--- src/hw/rtl/sks_pkg.sv ---
package sks_pkg;

	localparam int CAPACITY = 16;
	localparam int KEY_BITS = 64;
	localparam int KEY_FIELD_BITS = 64;
	localparam int ENTRY_BITS = 5;
	localparam int IDX_W = $clog2(CAPACITY);
	localparam int CNT_W = $clog2(CAPACITY + 1);
	localparam int EXT_W = (CNT_W > ENTRY_BITS) ? CNT_W : ENTRY_BITS;

	typedef enum logic [1:0] {
		KIND_CONTAINS = 2'd0,
		KIND_INSERT   = 2'd1,
		KIND_ERASE    = 2'd2,
		KIND_CLEAR    = 2'd3
	} kind_t;

	typedef enum logic [2:0] {
		ST_IDLE,
		ST_SCAN,
		ST_ACT,
		ST_EWR,
		ST_RESP
	} state_t;

	typedef struct packed {
		kind_t                     kind;
		logic [KEY_FIELD_BITS-1:0] key;
	} req_t;

	typedef struct packed {
		logic                  dropped_full;
		logic [ENTRY_BITS-1:0] entry_count;
		logic                  found;
	} res_t;

endpackage

--- src/hw/rtl/sks_ctrl.sv ---
module sks_ctrl (
	input  logic          clk,
	input  logic          arst_n,
	input  logic          req_valid,
	output logic          req_ready,
	input  sks_pkg::req_t req,
	output logic          res_valid,
	input  logic          res_ready,
	output sks_pkg::res_t res
);

	logic [sks_pkg::KEY_BITS-1:0] mem [sks_pkg::CAPACITY];

	sks_pkg::state_t state_q, state_d;
	logic [sks_pkg::CNT_W-1:0] count_q, count_d;
	logic [sks_pkg::CNT_W-1:0] idx_q, idx_d;
	logic                      vld_s1, vld_d;
	logic [sks_pkg::CNT_W-1:0] slot_s1;
	logic [sks_pkg::IDX_W-1:0] slot_q, slot_d;
	logic                      found_q, found_d;
	logic                      dropped_q, dropped_d;
	sks_pkg::kind_t            kind_q, kind_d;
	logic [sks_pkg::KEY_BITS-1:0] key_q, key_d;
	logic [sks_pkg::KEY_BITS-1:0] rdata_s1;

	logic [sks_pkg::IDX_W-1:0]    rd_addr;
	logic                         we;
	logic [sks_pkg::IDX_W-1:0]    wr_addr;
	logic [sks_pkg::KEY_BITS-1:0] wr_data;
	logic                         rd_en;
	logic                         hit;
	logic [sks_pkg::CNT_W-1:0]    cnt_m1;
	logic [sks_pkg::EXT_W-1:0]    count_ext;

	assign rd_en     = idx_q < count_q;
	assign hit       = vld_s1 && (rdata_s1 == key_q);
	assign cnt_m1    = count_q - 1'b1;
	assign count_ext = sks_pkg::EXT_W'(count_q);

	assign res.found        = found_q;
	assign res.dropped_full = dropped_q;
	assign res.entry_count  = count_ext[sks_pkg::ENTRY_BITS-1:0];

	always_comb begin
		state_d   = state_q;
		count_d   = count_q;
		idx_d     = idx_q;
		vld_d     = 1'b0;
		slot_d    = slot_q;
		found_d   = found_q;
		dropped_d = dropped_q;
		kind_d    = kind_q;
		key_d     = key_q;
		rd_addr   = idx_q[sks_pkg::IDX_W-1:0];
		we        = 1'b0;
		wr_addr   = count_q[sks_pkg::IDX_W-1:0];
		wr_data   = key_q;
		req_ready = 1'b0;
		res_valid = 1'b0;
		case (state_q)
			sks_pkg::ST_IDLE: begin
				req_ready = 1'b1;
				if (req_valid) begin
					kind_d    = req.kind;
					key_d     = req.key[sks_pkg::KEY_BITS-1:0];
					idx_d     = '0;
					found_d   = 1'b0;
					dropped_d = 1'b0;
					if (req.kind == sks_pkg::KIND_CLEAR) begin
						count_d = '0;
						state_d = sks_pkg::ST_RESP;
					end else begin
						state_d = sks_pkg::ST_SCAN;
					end
				end
			end
			sks_pkg::ST_SCAN: begin
				if (hit) begin
					found_d = 1'b1;
					slot_d  = slot_s1[sks_pkg::IDX_W-1:0];
					state_d = sks_pkg::ST_ACT;
				end else if (rd_en) begin
					idx_d = idx_q + 1'b1;
					vld_d = 1'b1;
				end else begin
					state_d = sks_pkg::ST_ACT;
				end
			end
			sks_pkg::ST_ACT: begin
				rd_addr = cnt_m1[sks_pkg::IDX_W-1:0];
				state_d = sks_pkg::ST_RESP;
				case (kind_q)
					sks_pkg::KIND_INSERT: begin
						if (!found_q) begin
							if (count_q < sks_pkg::CNT_W'(sks_pkg::CAPACITY)) begin
								we      = 1'b1;
								count_d = count_q + 1'b1;
							end else begin
								dropped_d = 1'b1;
							end
						end
					end
					sks_pkg::KIND_ERASE: begin
						if (found_q) begin
							state_d = sks_pkg::ST_EWR;
						end
					end
					default: begin
					end
				endcase
			end
			sks_pkg::ST_EWR: begin
				we      = 1'b1;
				wr_addr = slot_q;
				wr_data = rdata_s1;
				count_d = cnt_m1;
				state_d = sks_pkg::ST_RESP;
			end
			sks_pkg::ST_RESP: begin
				res_valid = 1'b1;
				if (res_ready) begin
					state_d = sks_pkg::ST_IDLE;
				end
			end
			default: begin
				state_d = sks_pkg::ST_IDLE;
			end
		endcase
	end

	always_ff @(posedge clk or negedge arst_n) begin
		if (!arst_n) begin
			state_q <= sks_pkg::ST_IDLE;
			count_q <= '0;
			vld_s1  <= 1'b0;
		end else begin
			state_q <= state_d;
			count_q <= count_d;
			vld_s1  <= vld_d;
		end
	end

	always_ff @(posedge clk) begin
		idx_q     <= idx_d;
		slot_s1   <= idx_q;
		slot_q    <= slot_d;
		found_q   <= found_d;
		dropped_q <= dropped_d;
		kind_q    <= kind_d;
		key_q     <= key_d;
	end

	always_ff @(posedge clk) begin
		if (we) begin
			mem[wr_addr] <= wr_data;
		end
		rdata_s1 <= mem[rd_addr];
	end

`ifndef SYNTHESIS
	a_count_bound: assert property (@(posedge clk) disable iff (!arst_n)
		count_q <= sks_pkg::CNT_W'(sks_pkg::CAPACITY))
		else $error("held count exceeds capacity");

	a_scan_in_range: assert property (@(posedge clk) disable iff (!arst_n)
		(state_q == sks_pkg::ST_SCAN && vld_s1) |-> (slot_s1 < count_q))
		else $error("scan compared an entry beyond the held count");

	a_drop_full: assert property (@(posedge clk) disable iff (!arst_n)
		(res_valid && res.dropped_full) |->
		(count_q == sks_pkg::CNT_W'(sks_pkg::CAPACITY) && !res.found))
		else $error("insert dropped while table not full or key present");

	a_idle_stable: assert property (@(posedge clk) disable iff (!arst_n)
		(state_q == sks_pkg::ST_IDLE && !req_valid) |=> $stable(count_q))
		else $error("held count changed with no transaction");
`endif

endmodule

--- src/hw/rtl/small_key_set_unit.sv ---
// Set of distinct keys held unsorted in a table of sks_pkg::CAPACITY entries.
// Requests arrive on the s_* stream: tuser carries the operation (contains,
// insert, erase, clear) and tdata the key. Every request yields exactly one
// response transaction on the m_* stream with the found flag, the count of
// keys held afterward and the dropped flag for an insert into a full table.
// A request is scanned against the held entries one table read per cycle
// through the single memory read port. With the key absent every held
// entry is scanned; a hit ends the scan at that slot. The request then
// passes the act state, and an erase that hits adds a state that copies
// the last entry into the freed slot, before the response state hands the
// result to the response register. A clear goes straight from idle to the
// response state. Requests are processed one at a time: the next one is
// accepted only once the unit is back in idle.
// The response register lets the next request be accepted while a response
// waits; if the receiver stalls, the unit finishes that request and then
// holds until the register frees. Reset empties the set at once; table
// contents need no clearing since only entries below the count are read.
module small_key_set_unit (
	input  logic        clk,
	input  logic        arst_n,
	input  logic        s_tvalid,
	output logic        s_tready,
	input  logic [63:0] s_tdata,  // key[63:0]
	input  logic [1:0]  s_tuser,  // kind[1:0]
	output logic        m_tvalid,
	input  logic        m_tready,
	output logic [7:0]  m_tdata   // found[0], entry_count[5:1], dropped_full[6], zero[7]
);

	sks_pkg::req_t req;
	sks_pkg::res_t res;
	logic          res_valid;
	logic          res_ready;
	logic          m_tvalid_q;
	sks_pkg::res_t res_q;

	assign req.kind = sks_pkg::kind_t'(s_tuser);
	assign req.key  = s_tdata;

	assign res_ready = !m_tvalid_q || m_tready;

	sks_ctrl u_ctrl (
		.clk       (clk),
		.arst_n    (arst_n),
		.req_valid (s_tvalid),
		.req_ready (s_tready),
		.req       (req),
		.res_valid (res_valid),
		.res_ready (res_ready),
		.res       (res)
	);

	always_ff @(posedge clk or negedge arst_n) begin
		if (!arst_n) begin
			m_tvalid_q <= 1'b0;
		end else if (res_ready) begin
			m_tvalid_q <= res_valid;
		end
	end

	always_ff @(posedge clk) begin
		if (res_ready && res_valid) begin
			res_q <= res;
		end
	end

	assign m_tvalid = m_tvalid_q;
	assign m_tdata  = {1'b0, res_q.dropped_full, res_q.entry_count, res_q.found};

endmodule

--- config.mk ---
export PLATFORM = sky130hd
export DESIGN_NAME = small_key_set_unit
export DESIGN_NICKNAME = d
export VERILOG_FILES = /design/src/hw/rtl/sks_pkg.sv /design/src/hw/rtl/sks_ctrl.sv /design/src/hw/rtl/small_key_set_unit.sv
export SDC_FILE = /design/constraint.sdc
export NUM_CORES = 2
export LEC_CHECK = 0
export BUFFER_PORTS_ARGS = -buffer_cell sky130_fd_sc_hd__buf_2
export CAP_MARGIN = 20
export CORE_ASPECT_RATIO = 0.6
export CORE_MARGIN = 1.5
export CORE_UTILIZATION = 55
export CTS_CLUSTER_DIAMETER = 200
export DETAILED_ROUTE_END_ITERATION = 10
export GPL_TIMING_DRIVEN = 0
export PLACE_DENSITY_LB_ADDON = 0.1
export SYNTH_ARGS = -nofsm -noshare
export SYNTH_HDL_FRONTEND = slang
export SYNTH_SLANG_ARGS = --single-unit
--- constraint.sdc ---
create_clock -name clk -period 5.95 [get_ports clk]
set_clock_uncertainty 0.1 [all_clocks]
set_input_delay 1.19 -clock clk [delete_from_list [all_inputs] [get_ports clk]]
set_output_delay 1.19 -clock clk [all_outputs]
set_load 0.02 [all_outputs]
---- Word-level counts from Yosys, hierarchy flattened ----
Memories as Yosys holds them, arrays and structs flattened. A register that Yosys moved wholly into a read port is not among the register bits.
Index checks and enable logic that the tools add are counted.
word-level totals
  register bits ........................... 98
  bits in latches ......................... 0
  memory bits (writable) .................. 1,024
  ROM bits ................................ 0
  input bits .............................. 70
  output and inout port bits .............. 10
  logic and storage cells ................. 93
  memories kept ........................... 1
memory list
  memory      depth  bits a word  read ports  clocked after Yosys merged registers in  write ports  RTL line        source
  u_ctrl.mem  16     64           1           1                                        1            sks_ctrl.sv:12  logic [sks_pkg::KEY_BITS-1:0] mem [sks_pkg::CAPACITY];
cells by class
  $add $sub $neg .......................... 3
  multipliers ............................. 0
  divide/modulo/power cells ............... 0
  order comparisons ....................... 2
  eq/ne operators ......................... 19
  shift operators ......................... 0
  mux-type cells .......................... 39
  bitwise operators ....................... 0
  reductions and logical operators ........ 15
operators by type and width
  cell                                                                      number
  64-bit equality test                                                      1
  64-bit two-way mux                                                        1
  5-bit two-way mux                                                         8
  3-bit two-way mux                                                         7
  1-bit two-way mux                                                         15
  3-bit one-hot mux with 5 select lines                                     1
  5-bit one-hot mux with 3 select lines                                     1
  2-bit inequality test (second input constant)                             6
  5-bit by 1-bit adder with 5-bit output (second input constant)            2
  5-bit one-hot mux with 2 select lines                                     1
  4-bit two-way mux                                                         2
  2-bit by 1-bit inequality test with 1-bit output (second input constant)  4
  3-bit by 2-bit equality test with 1-bit output (second input constant)    2
  1-bit one-hot mux with 2 select lines                                     3
  3-bit AND reduction                                                       2
  6-bit AND reduction                                                       1
  5-bit < comparator                                                        1
  5-bit < comparator (second input constant)                                1
  5-bit AND reduction                                                       1
  5-bit by 1-bit subtractor with 5-bit output (second input constant)       1
  2-bit equality test (second input constant)                               2
  2-bit AND reduction                                                       2
  4-bit AND reduction                                                       1
  2-bit nonzero test                                                        2
  other kinds (9)                                                           10

---- Depth between registers and ports, before layout ----
  word-level depth ........................ 7
  gate-level depth with buffers ........... 9
  mapped depth without buffers ............ 7

---- By module ----
A second synthesis with hierarchy kept.
second synthesis, totals
  cell total of the unflattened synthesis .. 3,093
  area total of the unflattened synthesis .. 46,226.8 sq um
modules (own cells, without submodules)
  module              instances  cells each  area an instance (sq um)  sequential area each (sq um)
  sks_ctrl            1          3,080       45,951.6                  34,648.2
  small_key_set_unit  1          13          275.3                     235.2

---- Least setup slack after synthesis ----
OpenSTA, ideal clock, no wires.
  kind .................................... reg2reg
  from .................................... register u_ctrl.state_q[2]
  to ...................................... memory u_ctrl.mem[5][0] in the netlist's numbering, enable pin
  library setup time ...................... 486 ps
  data arrival time ....................... 4,114 ps
  required time ........................... 5,364 ps
  setup slack ............................. 1,250 ps
  stages on the path, launching flop included .. 8
  buffers on the path ..................... 2
  clock period less this slack ............ 4,700 ps
  cells stage by stage .................... dfrtp_1 -> nor2b_1 -> clkbuf_1 -> nand2_1 -> clkbuf_1 -> nor3b_1 -> a31oi_1 -> nor2_1
on the way
  word-level cells in the longest chain between the ends .. 4
  elaborated cells on any way between the ends .. 6
  classes of those cells .................. eq/ne: 2; mux: 4
RTL lines
  element                                         RTL line         source
  from (decl)                                     sks_ctrl.sv:14   sks_pkg::state_t state_q, state_d;
  from (signal assigned)                          sks_ctrl.sv:133  state_q <= sks_pkg::ST_IDLE;
  from (signal assigned)                          sks_ctrl.sv:137  state_q <= state_d;
  3-bit by 2-bit equality test with 1-bit output  sks_ctrl.sv:60   case (state_q)
  1-bit one-hot mux with 2 select lines           sks_ctrl.sv:60
  1-bit two-way mux                               sks_ctrl.sv:154  if (we) begin
  1-bit two-way mux (not written as such)         sks_ctrl.sv:155  mem[wr_addr] <= wr_data;
  to (decl)                                       sks_ctrl.sv:12
Parallel ways exist; a longest one is shown, timed or not.

---- Worst setup path in the final report ----
  from .................................... register u_ctrl.state_q[1]
  to ...................................... memory u_ctrl.mem[14][43] in the netlist's numbering, enable pin
Same word-level chain as after synthesis.

==> metrics.md <==
| Metric | Value |
|---|---|
| Met3 WL | between 15000 and 20000 um |
| DRT met1 WL | roughly 57000 um |
| Register area share after synthesis | about three quarters |
| DR pass1 iterations | 9 |
| Commonest non-fill, non-tap cells in the layout | 1108 x edfxtp_1, 284 x nand2_1, 259 x mux2i_1, 256 x o211ai_1, 254 x mux2_2 |
| Maximum VDD drop | between 0.0003 and 0.0004 V |
| Worst Slack Setup Final | ~1.6 ns |
| Area post-placement | between 0.04 and 0.05 mm2 |
| Largest net degree at the start of global routing | 36 |
| DRC Markers | 0 |
| Status | complete, no violations |
| Crit path max fanout | 19 |
| Routed vias | 26391 |
| Crit path required time | around 6.3 ns |
| WHS | approximately 0.25 ns |
| Die Span Y | roughly 230 um |
| Multi-input logic area | approximately 0.011 mm2 |
| Hold Buf Count CTS | 0 |
| YS warnings | 0 |
| Die area | about 0.087 mm2 |
| Sum Neg Setup Slack | 0 ns |
| Final HPWL DP | roughly 84000 um |
| Filler instances | slightly below 6000 |
| Fmax | 0.2282 GHz |
| Sequential Area | 0.03488 mm2 |
| Later-pin clock latency in the skew report | 0.72 ns |
| # diodes | 0 |
| Clock Sink Count | around 1200 |
| DR iter-0 viols | 3638 |
| DR vias/cell | 6.233 |
| Distinct cells, synth | 52 |
| Starting Density | between 50% and 60% |
| Layout cells sized above 1 | about 22% |
| WL per Instance | ~31 um |
| Port bufs | about 80 |
| Period minus WS final | 4.382 ns |
| Core ar. | between 0.08 and 0.09 mm2 |
| CTS tree | done |
| Commonest non-fill, non-tap cell in the layout | edfxtp_1 |
| Clock transition at path regs | 0.07 ns |
| Crit path kind | reg -> reg |
| Clk root buf | clkbuf_16 |
| Worst path arrival time | 4.68 ns |
| Depth of the CTS H-tree | 3 |
| Routed Antenna Nets | 0 |
| Startpoint types | flop |
| First-pass GRT wire length | around 180000 um |
| Post-CTS setup buffer count | 0 |
| Final hold vios | 0 |
| Worst reg2reg setup slack | approximately 1.6 ns |
| Static Leak | roughly 18 nW |
| DIE WIDTH | about 380 um |
| WL final | 131500 um |
| Placer Congestion | 0.8462 |
| Fin area | around 0.054 mm2 |
| Actual slew at the worst max-slew pin | 1.143 ns |
| Max_cap viols | 0 |
| Synthesized area per cell | approximately 17 um2 |
| Row count | just over 80 |
| Nets | approximately 3100 |
| Slew headroom | about a quarter |
| Hold Path Class | in -> async |
| Vias in the first global route | roughly 26000 |
| Post-synth EDFFs | 1108 |
| Met2 WL | around 56000 um |
| Setup-failing EPs final | 0 |
| Final Max Tran Viols | 0 |
| Synth Net Count | ~2800 |
| Period utilisation layout | ~74% |
| CP endpoint kind | flop |
| TritonCTS buffer count | 105 |
| Mapped cell area | 0.04680 mm2 |
| Synth Register Bits | around 1200 |
| DR top layer | met5 |
| Place WS | 1.761 ns |
| Total gr overflow | 0 |
| Gr usage total | 30.13% |
| Post-synth top flop | edfxtp_1 |
| Post-Synthesis Cells | approximately 2800 |
| Cell Pwr Density | 523.8 mW/mm2 |
| RSZ-0062 raised after global routing | no |
| Async set-reset flop share out of synthesis | less than 1% |
| Post-CTS Resized | 0 |
| Initial antenna violation count | 4 |
| I/O pin cnt | 80 |
| Placed cell count | between 4000 and 5000 |
| Area grow syn2layout | 14.48% |
| Fin cells | about 4200 |
| Clock Path Buffers | 3 |
power breakdown:
part / internal, mW / total [mW] / switching (mW)
logic: 3.08 / 9.83 / 6.75
registers: 10.4 / 10.8 / 0.407
clock network: 4.42 / 7.47 / 3.05
total: 17.9 / 28.1 / 10.2
flip-flops by register name, indices dropped and copies added (netlist names):
name and flops:
u_ctrl.dropped_q 1, u_ctrl.rdata_s1 64, u_ctrl.key_q 64, u_ctrl.mem 1024, u_ctrl.idx_q 5, u_ctrl.vld_s1 1
u_ctrl.count_ext 5, u_ctrl.slot_q 4, m_tdata 7, u_ctrl.kind_q 2, u_ctrl.slot_s1 4, u_ctrl.state_q 3
u_ctrl.found_q 1, m_tvalid 1
layout make-up:
class,instances,area share [%]
tap,1134,2.648
timing repair buffer,137,2.711
inverter,23,0.1658
sequential,1186,65.11
clock inverter,61,1.604
multi-input combinational,1404,20.80
clock buffer,134,5.453
buffer,155,1.502
routing by layer:
metal / GRT usage [%] / vias up
met1: 45.67 / 13347
met2: 42.96 / 1529
met4: 8.245 / 4
li1: - / 11290
met3: 8.132 / 221
met5: 0 / -
worst max-delay path, stage by stage, from the launching register on:
cell	delay, ns
dfrtp_1	0.43
nor2b_1	0.15
clkbuf_1	0.18
nand2_1	0.59
clkbuf_1	0.71
a31oi_1	0.50
nor2_4	0.88
buf_12	0.28
buf_12	0.21
worst paths after layout:
check,endpoint,from,cells past startpoint
worst max-delay path,u_ctrl.mem[14][43],u_ctrl.state_q[1],8
worst min-delay path,u_ctrl.state_q[1],arst_n,1
worst max register to register,u_ctrl.mem[14][43],u_ctrl.state_q[1],8
worst min register to register,u_ctrl.slot_q[2],u_ctrl.slot_s1[2],0
max in group asynchronous,u_ctrl.count_ext[1],arst_n,1
min in group clk,u_ctrl.slot_q[2],u_ctrl.slot_s1[2],0
Yosys cell counts (15+ instances only):
master / number / area, um2
nor2_1: 40 / 150.1
inv_1: 23 / 86.33
xnor2_1: 35 / 306.5
o21ai_0: 16 / 80.08
mux2_2: 254 / 2860
xor2_1: 15 / 131.4
nand2_1: 284 / 1066
mux2i_1: 259 / 2592
clkbuf_1: 41 / 153.9
edfxtp_1: 1108 / 33270
mux2_1: 57 / 641.9
nand2b_1: 16 / 100.1
nand4_1: 75 / 469.2
dfxtp_1: 68 / 1361
buf_2: 94 / 470.5
o211ai_1: 256 / 1922
cells by family after synthesis:
group,Yosys count,share of synthesized area [%]
simple gates,460,4.430
other cells,1,0.008013
xor+xnor,50,0.9358
fa+ha+maj,7,0.1872
mux,570,13.02
compound gates,316,4.968
flops,1186,74.54
buf+inv,178,1.904
stage by stage:
step                      util, %  total power, mW
after global routing        63.91            28.98
final                       63.91            28.06
after global placement      57.99            20.25
after floorplan                 -            16.60
after CTS                   63.91            27.96
after detailed placement    59.40            20.53
No activity file was read; power rests on OpenSTA's default activity.
